[config.mk]
export PLATFORM = sky130hd
export DESIGN_NAME = gisc_ctrl
export DESIGN_NICKNAME = d
export VERILOG_FILES = /design/src/hw/rtl/gisc_pkg.sv /design/src/hw/rtl/gisc_ctrl.sv
export SDC_FILE = /design/constraint.sdc
export NUM_CORES = 1
export LEC_CHECK = 0
export BUFFER_PORTS_ARGS = -buffer_cell sky130_fd_sc_hd__buf_2
export CAP_MARGIN = 20
export CORE_ASPECT_RATIO = 1.1
export CORE_MARGIN = 2
export CORE_UTILIZATION = 58
export CTS_BUF_LIST = sky130_fd_sc_hd__clkbuf_16
export DETAILED_ROUTE_END_ITERATION = 12
export HOLD_SLACK_MARGIN = 0.12
export PLACE_DENSITY = 0.89
export SLEW_MARGIN = 20
export SYNTH_ARGS = -nofsm -noshare
export SYNTH_HDL_FRONTEND = slang
export SYNTH_SLANG_ARGS = --single-unit
[constraint.sdc]
create_clock -name clk_i -period 4.3 [get_ports clk_i]
set_clock_uncertainty 0.05 [all_clocks]
set_input_delay 1.29 -clock clk_i [delete_from_list [all_inputs] [get_ports clk_i]]
set_output_delay 1.29 -clock clk_i [all_outputs]
set_load 0.005 [all_outputs]
[src/hw/rtl/gisc_pkg.sv]
package gisc_pkg;

  // grid geometry
  localparam int MAX_SIDE = 128;
  localparam int ROW_W    = $clog2(MAX_SIDE);
  localparam int SIDE_W   = $clog2(MAX_SIDE + 1);
  localparam int SWEEP_W  = $clog2(MAX_SIDE + 2);
  localparam int IDX_W    = $clog2(MAX_SIDE * MAX_SIDE + 1);

  // field widths
  localparam int CFG_W     = 8;
  localparam int GEN_W     = CFG_W;
  localparam int CELL_W    = 2;
  localparam int COUNT_W   = 15;
  localparam int COUNT_MAX = 2 ** COUNT_W - 1;

  // count pass works on slices of a row
  localparam int CHUNK_W     = 8;
  localparam int N_CHUNKS    = (MAX_SIDE + CHUNK_W - 1) / CHUNK_W;
  localparam int CHUNK_IDX_W = (N_CHUNKS > 1) ? $clog2(N_CHUNKS) : 1;
  localparam int PAD_SIDE    = N_CHUNKS * CHUNK_W;
  localparam int CHUNK_SUM_W = $clog2(CHUNK_W + 1);

  // position remap after a side change: start, one step per quotient bit, commit
  localparam int DIV_CNT_W = $clog2(IDX_W + 2);

  // register port
  localparam int APB_DW    = 32;
  localparam int PADDR_W   = 3;
  localparam int REG_IDX_W = PADDR_W - 2;
  localparam logic [REG_IDX_W-1:0] REG_GRID_SIDE  = REG_IDX_W'(0);
  localparam logic [REG_IDX_W-1:0] REG_DAY_NUMBER = REG_IDX_W'(1);

  // cell codes
  localparam logic [CELL_W-1:0] CELL_EMPTY    = 2'd0;
  localparam logic [CELL_W-1:0] CELL_HEALTHY  = 2'd1;
  localparam logic [CELL_W-1:0] CELL_INFECTED = 2'd2;

  typedef logic [MAX_SIDE-1:0][CELL_W-1:0] row_t;

  // controller to datapath
  typedef struct packed {
    logic                   load_we;
    logic                   load_clear;
    logic                   div_start;
    logic                   div_step;
    logic                   div_commit;
    logic                   rd_en;
    logic [ROW_W-1:0]       rd_row;
    logic                   shift;
    logic                   prev_clear;
    logic                   sweep_wr;
    logic [ROW_W-1:0]       wr_row;
    logic                   last_row;
    logic                   cnt_clear;
    logic                   cnt_acc;
    logic [CHUNK_IDX_W-1:0] chunk;
    logic                   out_load;
  } cmd_t;

  // datapath to controller
  typedef struct packed {
    logic [SIDE_W-1:0]      side;
    logic [CHUNK_IDX_W-1:0] last_chunk;
    logic                   out_free;
  } status_t;

  // side in use: zero reads as one, large values clip to the maximum
  function automatic logic [SIDE_W-1:0] side_clip(input logic [CFG_W-1:0] cfg);
    if (cfg == '0) begin
      side_clip = SIDE_W'(1);
    end else if (int'(cfg) > MAX_SIDE) begin
      side_clip = SIDE_W'(MAX_SIDE);
    end else begin
      side_clip = SIDE_W'(cfg);
    end
  endfunction

endpackage

[src/hw/rtl/gisc_ctrl.sv]
module gisc_ctrl (
  input  logic                           clk_i,
  input  logic                           rst_ni,
  input  logic                           in_valid_i,
  input  logic                           in_last_i,
  input  logic [gisc_pkg::CFG_W-1:0]     day_number_i,
  input  logic                           side_wr_i,
  input  gisc_pkg::status_t              status_i,
  output logic                           in_ready_o,
  output gisc_pkg::cmd_t                 cmd_o
);
  import gisc_pkg::*;

  localparam logic [2:0] S_LOAD    = 3'd0;
  localparam logic [2:0] S_DIV     = 3'd1;
  localparam logic [2:0] S_GEN     = 3'd2;
  localparam logic [2:0] S_CNT_RD  = 3'd3;
  localparam logic [2:0] S_CNT_ACC = 3'd4;
  localparam logic [2:0] S_DONE    = 3'd5;

  logic [2:0]             state_q, state_d;
  logic [DIV_CNT_W-1:0]   div_cnt_q, div_cnt_d;
  logic [SWEEP_W-1:0]     t_q, t_d;
  logic [GEN_W-1:0]       gen_q, gen_d;
  logic [ROW_W-1:0]       row_q, row_d;
  logic [CHUNK_IDX_W-1:0] chunk_q, chunk_d;

  logic [GEN_W-1:0]       gens;
  logic [ROW_W-1:0]       side_m1;
  logic [SWEEP_W-1:0]     sweep_end;
  logic                   accept;

  // generations to run for the requested day
  assign gens      = (day_number_i > CFG_W'(1)) ? GEN_W'(day_number_i - CFG_W'(1)) : '0;
  assign side_m1   = ROW_W'(status_i.side - SIDE_W'(1));
  assign sweep_end = SWEEP_W'(status_i.side) + SWEEP_W'(1);
  assign accept    = (state_q == S_LOAD) && in_valid_i;
  assign in_ready_o = (state_q == S_LOAD);

  // sequencing
  always_comb begin
    state_d   = state_q;
    div_cnt_d = div_cnt_q;
    t_d       = t_q;
    gen_d     = gen_q;
    row_d     = row_q;
    chunk_d   = chunk_q;
    cmd_o     = '0;

    case (state_q)
      S_LOAD: begin
        cmd_o.load_we = accept;
        if (accept && in_last_i) begin
          cmd_o.load_clear = 1'b1;
          t_d   = '0;
          gen_d = '0;
          row_d = '0;
          if (gens == '0) begin
            state_d = S_CNT_RD;
          end else begin
            state_d = S_GEN;
          end
        end else if (side_wr_i) begin
          div_cnt_d = '0;
          state_d   = S_DIV;
        end
      end

      // remap load position to the new side
      S_DIV: begin
        if (side_wr_i) begin
          div_cnt_d = '0;
        end else begin
          cmd_o.div_start  = (div_cnt_q == '0);
          cmd_o.div_step   = (div_cnt_q != '0) && (div_cnt_q <= DIV_CNT_W'(IDX_W));
          cmd_o.div_commit = (div_cnt_q == DIV_CNT_W'(IDX_W + 1));
          div_cnt_d        = div_cnt_q + DIV_CNT_W'(1);
          if (cmd_o.div_commit) begin
            state_d = S_LOAD;
          end
        end
      end

      // one generation: read row t, rewrite row t-2 in place
      S_GEN: begin
        cmd_o.rd_en      = (t_q < SWEEP_W'(status_i.side));
        cmd_o.rd_row     = t_q[ROW_W-1:0];
        cmd_o.shift      = 1'b1;
        cmd_o.prev_clear = (t_q <= SWEEP_W'(1));
        cmd_o.sweep_wr   = (t_q >= SWEEP_W'(2));
        cmd_o.wr_row     = ROW_W'(t_q - SWEEP_W'(2));
        cmd_o.last_row   = (t_q == sweep_end);
        if (t_q == sweep_end) begin
          t_d = '0;
          if (GEN_W'(gen_q + GEN_W'(1)) == gens) begin
            row_d   = '0;
            state_d = S_CNT_RD;
          end else begin
            gen_d = gen_q + GEN_W'(1);
          end
        end else begin
          t_d = t_q + SWEEP_W'(1);
        end
      end

      S_CNT_RD: begin
        cmd_o.rd_en     = 1'b1;
        cmd_o.rd_row    = row_q;
        cmd_o.cnt_clear = (row_q == '0);
        chunk_d         = '0;
        state_d         = S_CNT_ACC;
      end

      S_CNT_ACC: begin
        cmd_o.cnt_acc = 1'b1;
        cmd_o.chunk   = chunk_q;
        if (chunk_q == status_i.last_chunk) begin
          if (row_q == side_m1) begin
            state_d = S_DONE;
          end else begin
            row_d   = row_q + ROW_W'(1);
            state_d = S_CNT_RD;
          end
        end else begin
          chunk_d = chunk_q + CHUNK_IDX_W'(1);
        end
      end

      // wait for the output register
      S_DONE: begin
        if (status_i.out_free) begin
          cmd_o.out_load = 1'b1;
          state_d        = S_LOAD;
        end
      end

      default: begin
        state_d = S_LOAD;
      end
    endcase
  end

  // state registers
  always_ff @(posedge clk_i or negedge rst_ni) begin
    if (!rst_ni) begin
      state_q   <= S_LOAD;
      div_cnt_q <= '0;
      t_q       <= '0;
      gen_q     <= '0;
      row_q     <= '0;
      chunk_q   <= '0;
    end else begin
      state_q   <= state_d;
      div_cnt_q <= div_cnt_d;
      t_q       <= t_d;
      gen_q     <= gen_d;
      row_q     <= row_d;
      chunk_q   <= chunk_d;
    end
  end

`ifndef SYNTHESIS
  // the closing cell always starts the computation
  a_last_starts: assert property (@(posedge clk_i) disable iff (!rst_ni)
    (state_q == S_LOAD && in_valid_i && in_last_i) |=>
      (state_q == S_GEN || state_q == S_CNT_RD))
    else $error("last cell did not start the computation");

  // loading, sweeping and remapping never overlap
  a_phase_excl: assert property (@(posedge clk_i) disable iff (!rst_ni)
    $onehot0({cmd_o.load_we, cmd_o.rd_en, cmd_o.div_step}))
    else $error("overlapping datapath phases");
`endif

endmodule

Yosys cells after proc, flatten, opt, wreduce, memory -nomap -nowiden
Cells that the tools add are included.
{ "classes": {"n_mux": 40, "bitwise_logic": 0, "n_addsub": 9, "n_lt_le_gt_ge": 5, "n_reduce_logical": 18, "eq_ne": 23, "n_shift": 0, "div": 0, "multipliers": 0} }
{ "ops": {"columns": ["operator", "n"], "rows": [
  ["8-bit case mux with 2 select lines", 3],
  ["8-bit 2-to-1 mux", 5],
  ["7-bit 2-to-1 mux", 5],
  ["3-bit 2-to-1 mux", 11],
  ["8-bit by 1-bit adder with 8-bit output, second input constant", 3],
  ["2-bit inequality test, second input constant", 11],
  ["7-bit case mux with 3 select lines", 1],
  ["5-bit 2-to-1 mux", 4],
  ["3-bit case mux with 6 select lines", 1],
  ["8-bit == test", 2],
  ["11-bit 2-to-1 mux", 1],
  ["5-bit case mux with 2 select lines", 1],
  ["8-bit by 2-bit >= comparator with 1-bit output, second input constant", 1],
  ["8-bit by 1-bit greater-than comparator with 1-bit output, second input constant", 1],
  ["8-bit by 1-bit <= comparator with 1-bit output, second input constant", 1],
  ["8-bit logical NOT", 1],
  ["8-bit < comparator", 1],
  ["4-bit case mux with 2 select lines", 1],
  ["8-bit by 1-bit subtractor with 8-bit output, second input constant", 1],
  ["7-bit by 1-bit adder with 7-bit output, second input constant", 1],
  ["7-bit == test", 1],
  ["7-bit logical NOT", 1],
  ["7-bit AND reduction", 1],
  ["7-bit by 1-bit subtractor with 7-bit output, second input constant", 1],
  ["other kinds (24)", 35]
]} }
{ "word_totals": {"mem_bits_ro": 0, "wordCells": 101, "n_memories": 0, "output_inout_bits": 32, "latch_bits": 0, "ramBits": 0, "input_bits": 26, "ff_bits": 35} }

Longest topological paths before layout
Gate-level depths: netlist of run 1.
{ "depth": {"depth_word": 6, "ltp_mapped": 12, "ltp_nobuf": 10} }

Worst setup path before layout of run 1
OpenSTA, ideal clock, no wires.
{ "synth_timing": {"path_kind": "input to output", "from": "input port status_i[5] (netlist bit)", "to": "output port cmd_o[7] (netlist bit)", "setup_slack_ns": 0.154, "t_required_ns": 2.960, "arrival_ns": 2.806, "cell_stages": 6, "cell_sequence": "inv_1 > ha_1 > xor2_1 > or3_1 > a2111o_1 > nor3_1"} }
{ "synth_lines": {"columns": ["item", "line_no", "rtl"], "rows": [
  ["start: declaration", "gisc_ctrl.sv:8", "input gisc_pkg::status_t status_i,"],
  ["end: declaration", "gisc_ctrl.sv:10", "output gisc_pkg::cmd_t cmd_o"]
]} }

==> results of run 1 <==
cell families (layout without fill, tap and decap cells):
| family | after synthesis | after routing | synth area share |
|---|---|---|---|
| simple gates | 168 | 168 | 0.266 |
| fa+ha+maj | 25 | 25 | 0.0883 |
| xor+xnor | 46 | 46 | 0.114 |
| buf+inv | 52 | 107 | 0.0593 |
| mux | 3 | 3 | 0.00883 |
| compound gates | 103 | 103 | 0.217 |
| flops | 35 | 35 | 0.247 |
stage by stage:
stage                     setup TNS [ns]   util
after floorplan                        0      -
after global placement            -0.223  0.669
after detailed placement          -0.326  0.669
after CTS                        -0.0266  0.705
after global routing              -0.112  0.715
final                            -0.0204  0.715
state kept, by name (all words and copies together) (netlist names):
register / flops
state_q: 3
row_q: 7
gen_q: 8
t_q: 8
chunk_q: 4
div_cnt_q: 5
Yosys cell counts, types with 2 or more instances:
| cell type | n |
|---|---|
| a2111o_1 | 2 |
| a21o_1 | 5 |
| a21oi_1 | 13 |
| a22o_1 | 10 |
| a22o_2 | 6 |
| a31oi_1 | 2 |
| a32oi_1 | 2 |
| a41oi_1 | 2 |
| and2_1 | 7 |
| and2b_2 | 2 |
| and3_1 | 9 |
| buf_2 | 6 |
| clkbuf_1 | 18 |
| dfrtp_1 | 35 |
| ha_1 | 25 |
| inv_1 | 26 |
| mux2i_1 | 2 |
| nand2_1 | 29 |
| nand2b_1 | 11 |
| nand3_1 | 17 |
| nand3b_1 | 2 |
| nand4_1 | 4 |
| nor2_1 | 28 |
| nor2b_1 | 5 |
| nor3_1 | 12 |
| nor3b_1 | 4 |
| nor4_1 | 8 |
| nor4b_1 | 2 |
| o211a_1 | 2 |
| o211ai_1 | 5 |
| o21a_1 | 3 |
| o21ai_0 | 24 |
| o21bai_1 | 2 |
| o22ai_1 | 4 |
| o2bb2ai_1 | 5 |
| o31ai_1 | 3 |
| or2_2 | 6 |
| or3_1 | 6 |
| or4_1 | 7 |
| xnor2_1 | 29 |
| xor2_1 | 17 |
layout make-up:
| class | count | area [um2] | area share |
|---|---|---|---|
| multi-input cells | 345 | 2530 | 0.605 |
| flip-flops and latches | 35 | 876 | 0.210 |
| repair buffers | 73 | 433 | 0.104 |
| clock buffers | 5 | 125 | 0.0299 |
| inverters | 26 | 105 | 0.0251 |
| well taps | 77 | 96.3 | 0.0231 |
| clock inverters | 3 | 15.0 | 0.00359 |
per-layer routing:
layer,global-route usage,up-vias,wire length (um)
li1,-,1661,-
met1,0.366,1690,3950
met2,0.479,163,4680
met3,0.0484,41,571
met4,0.123,0,374
met5,0,-,0
report_power, final:
group	internal [mW]	total [mW]	switching [mW]
Combinational	0.323	0.775	0.452
Clock	0.211	0.350	0.138
Sequential	0.379	0.480	0.101
Total	0.913	1.60	0.692
critical path: cells and delay by family:
kind	cells	cell delay [ns]
fa+ha+maj	1	0.20
buf+inv	3	0.30
simple gates	2	0.60
xor+xnor	1	0.16
compound gates	1	0.43
timing repair:
| action | 4_1_cts | 5_1_grt |
|---|---|---|
| cloned | 0 | 0 |
| endpoints found under the setup margin | 2 | 2 |
| hold buffers | 0 | 0 |
| gates resized for setup | 15 | 9 |
| pin swaps | 8 | 9 |
| setup buffers | 1 | 2 |
| hold endpoints to repair | 0 | 0 |
worst max-delay path by stage:
stage                     cells after the start       end   startpoint
after floorplan                               6  cmd_o[7]  status_i[5]
after global placement                        8  cmd_o[7]  status_i[5]
after detailed placement                      8  cmd_o[7]  status_i[5]
after CTS                                     8  cmd_o[7]  status_i[6]
after global routing                          8  cmd_o[7]  status_i[5]
final                                         8  cmd_o[7]  status_i[5]
==> impl_metrics.sql, run 1 <==
INSERT INTO impl_metrics (metric_group, metric, value, unit) VALUES
('outcome', 'outcome', 'complete, but fails checks', ''),
('outcome', 'violations_in_the_final_reports', 'negative setup slack', ''),
('sta', 'setup-violations-final', '1', ''),
('min_path', 'hold_class', 'register to register', ''),
('sta', 'finalCriticalPeriod', '4.32', 'ns'),
('global_routing', 'overflow', '0', ''),
('worst_setup_path', 'crit_path_end_kind', 'output pin', ''),
('synthesis', 'sequential_fraction_of_the_synthesis_area', '0.247', ''),
('clock_tree', 'cts.clk_slew.worst_paths', '0.06', 'ns'),
('synthesis', 'synth-warning-count', '0', ''),
('synthesis', 'synth.area.top_cells', 'dfrtp_1, ha_1, xnor2_1', ''),
('global_routing', 'grt_first_pass_wirelength', '15600', 'um'),
('synthesis', 'yosys.area.top_type_share', '0.247', ''),
('sta', 'final.period_utilization', '1.00', ''),
('global_routing', 'grt_antenna_before_repair', '0', ''),
('power', 'ir_worst_vdd', '252', 'uV'),
('global_routing', 'via_count_of_the_first_global_routing_pass', '3372', ''),
('power', 'power_density', '384', 'mW/mm2'),
('route', 'overall_via_count_from_detail_route', '3555', ''),
('synthesis', 'synth-edff-count', '0', ''),
('layout', 'antenna-diode-count', '0', ''),
('worst_setup_path', 'timing.critical_path.cells', 'buf_8 > inv_4 > ha_4 > xor2_1 > or3_4 > a2111o_1 > nor3_2 > buf_2', ''),
('layout', 'mostFrequentLayoutCells', 'buf_2, dfrtp_1, nand2_1, xnor2_1, nor2_1', ''),
('synthesis', 'syn-instance-count', '432', ''),
('worst_setup_path', 'r2r_slack', '1.21', 'ns'),
('sta', 'hold_slack', '0.467', 'ns'),
('worst_setup_path', 'worstPathRequired', '2.96', 'ns'),
('route', 'detail_route.iter0.violations', '338', ''),
('layout', 'area_growth', '18.0', '%'),
('sta', 'slew_headroom', '0.475', ''),
('sta', 'tightest_slew', '0.787', 'ns'),
('min_path', 'whs_path_depth', '1', ''),
('route', 'first_pass_iters', '5', ''),
('worst_setup_path', 'cp_data_arrival_time', '2.98', 'ns'),
('placement', 'post_place_setup_slack', '-0.187', 'ns'),
('sta', 'rsz0062_at_grt', 'true', ''),
('power', 'total_leakage_power', '1.90', 'nW'),
('synthesis', 'avg_cell_area_syn', '8.20', 'um2'),
('floorplan', 'num_rows', '29', ''),
('floorplan', 'placeableCoreArea', '0.00584', 'mm2'),
('worst_setup_path', 'critical_path.reg2reg.startpoint', 'gen_q[0]', ''),
('layout', 'fin_cells', '564', ''),
('route', 'average_routed_wire_per_standard_cell', '17.0', 'um'),
('synthesis', 'ys_ff_latch', '35', ''),
('run', 'max_cap_violations', '0', ''),
('synthesis', 'post_synth_num_cell_types', '66', ''),
('route', 'post-route-drc-count', '0', ''),
('placement', 'io_buffer_count', '57', ''),
('min_path', 'hold_path.startpoint', 'gen_q[7]', ''),
('sta', 'final_critical_path_setup_slack', '-0.0204', 'ns'),
('floorplan', 'fp.dieW', '78.5', 'um'),
('clock_tree', 'cts.root.buffer_cell', 'clkbuf_16', ''),
('worst_setup_path', 'worst_path_largest_cell_delay', '0.43', 'ns'),
('clock_tree', 'tritoncts.num_buffers', '5', ''),
('layout', 'final_cell_area', '0.00418', 'mm2'),
('route', 'ant_nets', '0', ''),
('placement', 'gp_routability_congestion', '0.965', ''),
('worst_setup_path', 'capture_point_of_the_worst_reg_to_reg_path', 'gen_q[5]', ''),
('sta', 'hold_viol', '0', ''),
('sta', 'achievable-frequency', '231', 'MHz'),
('route', 'routed_via_density', '6.30', ''),
('floorplan', 'initial_utilization', '0.606', ''),
('clock_tree', 'clock_path_buffers', '2', ''),
('synthesis', 'most_used_dff_post_synth', 'dfrtp_1', ''),
('global_routing', 'grt_start_max_net_pins', '36', ''),
('layout', 'num-nets-final', '537', ''),
('floorplan', 'die_height', '86.0', 'um'),
('clock_tree', 'htree_num_levels', '2', ''),
('power', 'power.total', '1.60', 'mW'),
('worst_setup_path', 'cp_slowest_cell', 'a2111o_1', ''),
('layout', 'final_layout_size_suffix_gt1_frac', '0.240', '');
Note: power is estimated with default switching activity, not from simulation.
==> run 2, diff against run 1 <==
--- a/config.mk
+++ b/config.mk
@@ -9,11 +9,11 @@
 export CAP_MARGIN = 20
 export CORE_ASPECT_RATIO = 1.1
 export CORE_MARGIN = 2
-export CORE_UTILIZATION = 58
+export CORE_UTILIZATION = 60
 export CTS_BUF_LIST = sky130_fd_sc_hd__clkbuf_16
 export DETAILED_ROUTE_END_ITERATION = 12
 export HOLD_SLACK_MARGIN = 0.12
-export PLACE_DENSITY = 0.89
+export PLACE_DENSITY = 0.91
 export SLEW_MARGIN = 20
 export SYNTH_ARGS = -nofsm -noshare
 export SYNTH_HDL_FRONTEND = slang
==> constraint.sdc (replaced) <==
create_clock -name clk_i -period 5.4 [get_ports clk_i]
set_clock_uncertainty 0.05 [all_clocks]
set_input_delay 1.62 -clock clk_i [delete_from_list [all_inputs] [get_ports clk_i]]
set_output_delay 1.62 -clock clk_i [all_outputs]
set_load 0.005 [all_outputs]
==> impl_metrics.sql, run 2 (synthesized netlist as in run 1, its figures left out) <==
INSERT INTO impl_metrics (metric_group, metric, value, unit) VALUES
('outcome', 'outcome', 'complete, no violations', ''),
('clock_tree', 'clock_insertion_delay_at_the_later_pin_of_the_skew_report', '0.28', 'ns'),
('power', 'total_leakage_power', '1.83', 'nW'),
('route', 'post-route-drc-count', '0', ''),
('worst_setup_path', 'crit_path_end_kind', 'output pin', ''),
('power', 'ir_worst_vdd', '246', 'uV'),
('power', 'power_density', '322', 'mW/mm2'),
('sta', 'setup-violations-final', '0', ''),
('worst_setup_path', 'worst_path_largest_cell_delay', '0.43', 'ns'),
('sta', 'slew_violations', '0', ''),
('clock_tree', 'tritoncts.num_buffers', '5', ''),
('sta', 'totalNegativeSetupSlack', '0', 'ns'),
('layout', 'nFillCells', '478', ''),
('worst_setup_path', 'critical_path.reg2reg.startpoint', 'gen_q[0]', ''),
('worst_setup_path', 'cp_slowest_cell', 'a2111o_1', ''),
('layout', 'fin_cells', '549', ''),
('route', 'overall_via_count_from_detail_route', '3458', ''),
('layout', 'num-nets-final', '522', ''),
('clock_tree', 'clock_path_buffers', '2', ''),
('clock_tree', 'htree_num_levels', '2', ''),
('global_routing', 'grt_antenna_before_repair', '0', ''),
('sta', 'finalCriticalPeriod', '5.27', 'ns'),
('sta', 'slew_headroom', '0.485', ''),
('route', 'routed_via_density', '6.30', ''),
('placement', 'place_inst', '541', ''),
('layout', 'layout.cells.most_common', 'buf_2', ''),
('route', 'ant_nets', '0', ''),
('worst_setup_path', 'crit_path_frequent_cell', 'buf_2', ''),
('min_path', 'hold_class', 'register to register', ''),
('worst_setup_path', 'cp_data_arrival_time', '3.60', 'ns'),
('layout', 'multi_input_comb_area', '0.00246', 'mm2'),
('floorplan', 'initial_utilization', '0.618', ''),
('clock_tree', 'cts.repair.resized', '0', ''),
('clock_tree', 'number_of_sinks_handled_by_clock_tree_synthesis', '35', ''),
('power', 'combinationalPowerShare', '0.446', ''),
('power', 'p_seq_frac', '0.296', ''),
('global_routing', 'grt_first_pass_wirelength', '15400', 'um'),
('floorplan', 'num_rows', '29', ''),
('layout', 'reg.largest.list', 'gen_q: 8 flops, t_q: 8 flops, row_q: 7 flops', ''),
('sta', 'hold_viol', '0', ''),
('worst_setup_path', 'critPathLaunch', 'status_i[5]', ''),
('route', 'aggregate_routed_wire_length', '9020', 'um'),
('floorplan', 'die_area', '0.00654', 'mm2'),
('run', 'max_cap_violations', '0', ''),
('layout', 'mostFrequentLayoutCells', 'buf_2, dfrtp_1, nand2_1, xnor2_1, nor2_1', ''),
('sta', 'achievable-frequency', '190', 'MHz'),
('global_routing', 'overflow', '0', ''),
('sta', 'final.period_utilization', '0.977', ''),
('power', 'cellInternalPower', '0.753', 'mW'),
('min_path', 'hold_path.startpoint', 'gen_q[7]', ''),
('sta', 'tightest_slew', '0.772', 'ns'),
('worst_setup_path', 'worst-setup-path-type', 'primary input to output pin', ''),
('clock_tree', 'post_cts_hold_buffer_count', '0', ''),
('clock_tree', 'cts_post_setup_buffers_inserted', '0', ''),
('power', 'netSwitchingPower', '0.531', 'mW'),
('worst_setup_path', 'timing.critical_path.from_type', 'primary input', ''),
('floorplan', 'placeableCoreArea', '0.00573', 'mm2'),
('placement', 'gp_routability_congestion', '0.984', ''),
('floorplan', 'fp.dieW', '77.3', 'um'),
('clock_tree', 'clock_tree_from_tritoncts', 'yes', ''),
('global_routing', 'grt_start_max_net_pins', '36', ''),
('power', 'switching_power_share_of_the_total', '0.414', ''),
('worst_setup_path', 'timing.critical_path.cells', 'buf_2 > inv_1 > ha_1 > xor2_1 > or3_1 > a2111o_1 > nor3_1 > buf_2', ''),
('layout', 'area_growth', '12.6', '%'),
('clock_tree', 'cts.root.buffer_cell', 'clkbuf_16', ''),
('sta', 'rsz0062_at_grt', 'false', ''),
('route', 'detail_route.iter0.violations', '301', ''),
('layout', 'final_layout_size_suffix_gt1_frac', '0.191', ''),
('power', 'clock_power_share', '0.258', ''),
('global_routing', 'via_count_of_the_first_global_routing_pass', '3398', ''),
('placement', 'io_buffer_count', '57', ''),
('floorplan', 'boundaryPins', '58', ''),
('route', 'average_routed_wire_per_standard_cell', '16.4', 'um'),
('clock_tree', 'cts.clk_slew.worst_paths', '0.06', 'ns'),
('route', 'first_pass_iters', '5', ''),
('global_routing', 'groute.usage.overall', '0.286', ''),
('layout', 'antenna-diode-count', '0', ''),
('placement', 'dpl.hpwl', '6560', 'um'),
('worst_setup_path', 'worstPathMaxFanout', '8', ''),
('layout', 'register_area', '876', 'um2'),
('worst_setup_path', 'worstPathRequired', '3.73', 'ns'),
('floorplan', 'die_height', '84.6', 'um');
[run 2: power by group through the flow]
stage,combinational [mW],clock (mW),sequential [mW]
finish,0.573,0.331,0.380
global route,0.640,0.341,0.389
CTS,0.569,0.333,0.379
detailed placement,0.559,0,0.383
global placement,0.540,0,0.381
floorplan,0.426,0,0.343
[run 2: final cells by class]
cell class	instances	area share
multi-input combinational	345	0.616
sequential	35	0.220
timing repair buffer	58	0.0734
clock buffer	5	0.0314
inverter	26	0.0245
tap	77	0.0242
clock inverter	3	0.0110
[run 2: path summary, 6_finish.rpt]
path,slack (ns),end,cells past startpoint
setup / recovery,0.13,cmd_o[7],8
hold / removal,0.47,gen_q[7],1
setup reg to reg,2.35,gen_q[5],9
hold reg to reg,0.47,gen_q[7],1
max in group asynchronous,3.44,gen_q[0],1
min in group asynchronous,1.37,row_q[3],1
[run 2: critical path, delay by kind of cell]
family,cells,cell delay [ns]
AO/OA/AOI/OAI,1,0.43
buffers and inverters,3,0.42
XOR/XNOR,1,0.16
AND/OR/NAND/NOR,2,0.65
adder cells (fa/ha/maj),1,0.33
[run 2: through the flow]
step           setup WS [ns]  utilization  cell area [um2]  power [mW]  hold WS (ns)
2_1_floorplan          0.594            -             3540       0.769         0.427
3_3_place_gp           0.205        0.666             3820       0.921         0.446
3_5_place_dp           0.131        0.666             3820       0.942         0.451
4_1_cts                0.127        0.696             3990        1.28         0.465
5_1_grt               0.0347        0.696             3990        1.37         0.507
6_report               0.125        0.696             3990        1.28         0.465
[run 2: layer usage]
metal	vias to the layer above	track usage	wire length [um]
met2	133	0.515	4630
li1	1633	-	-
met1	1674	0.345	3720
met4	0	0.110	166
met5	-	0	0
met3	18	0.0355	508
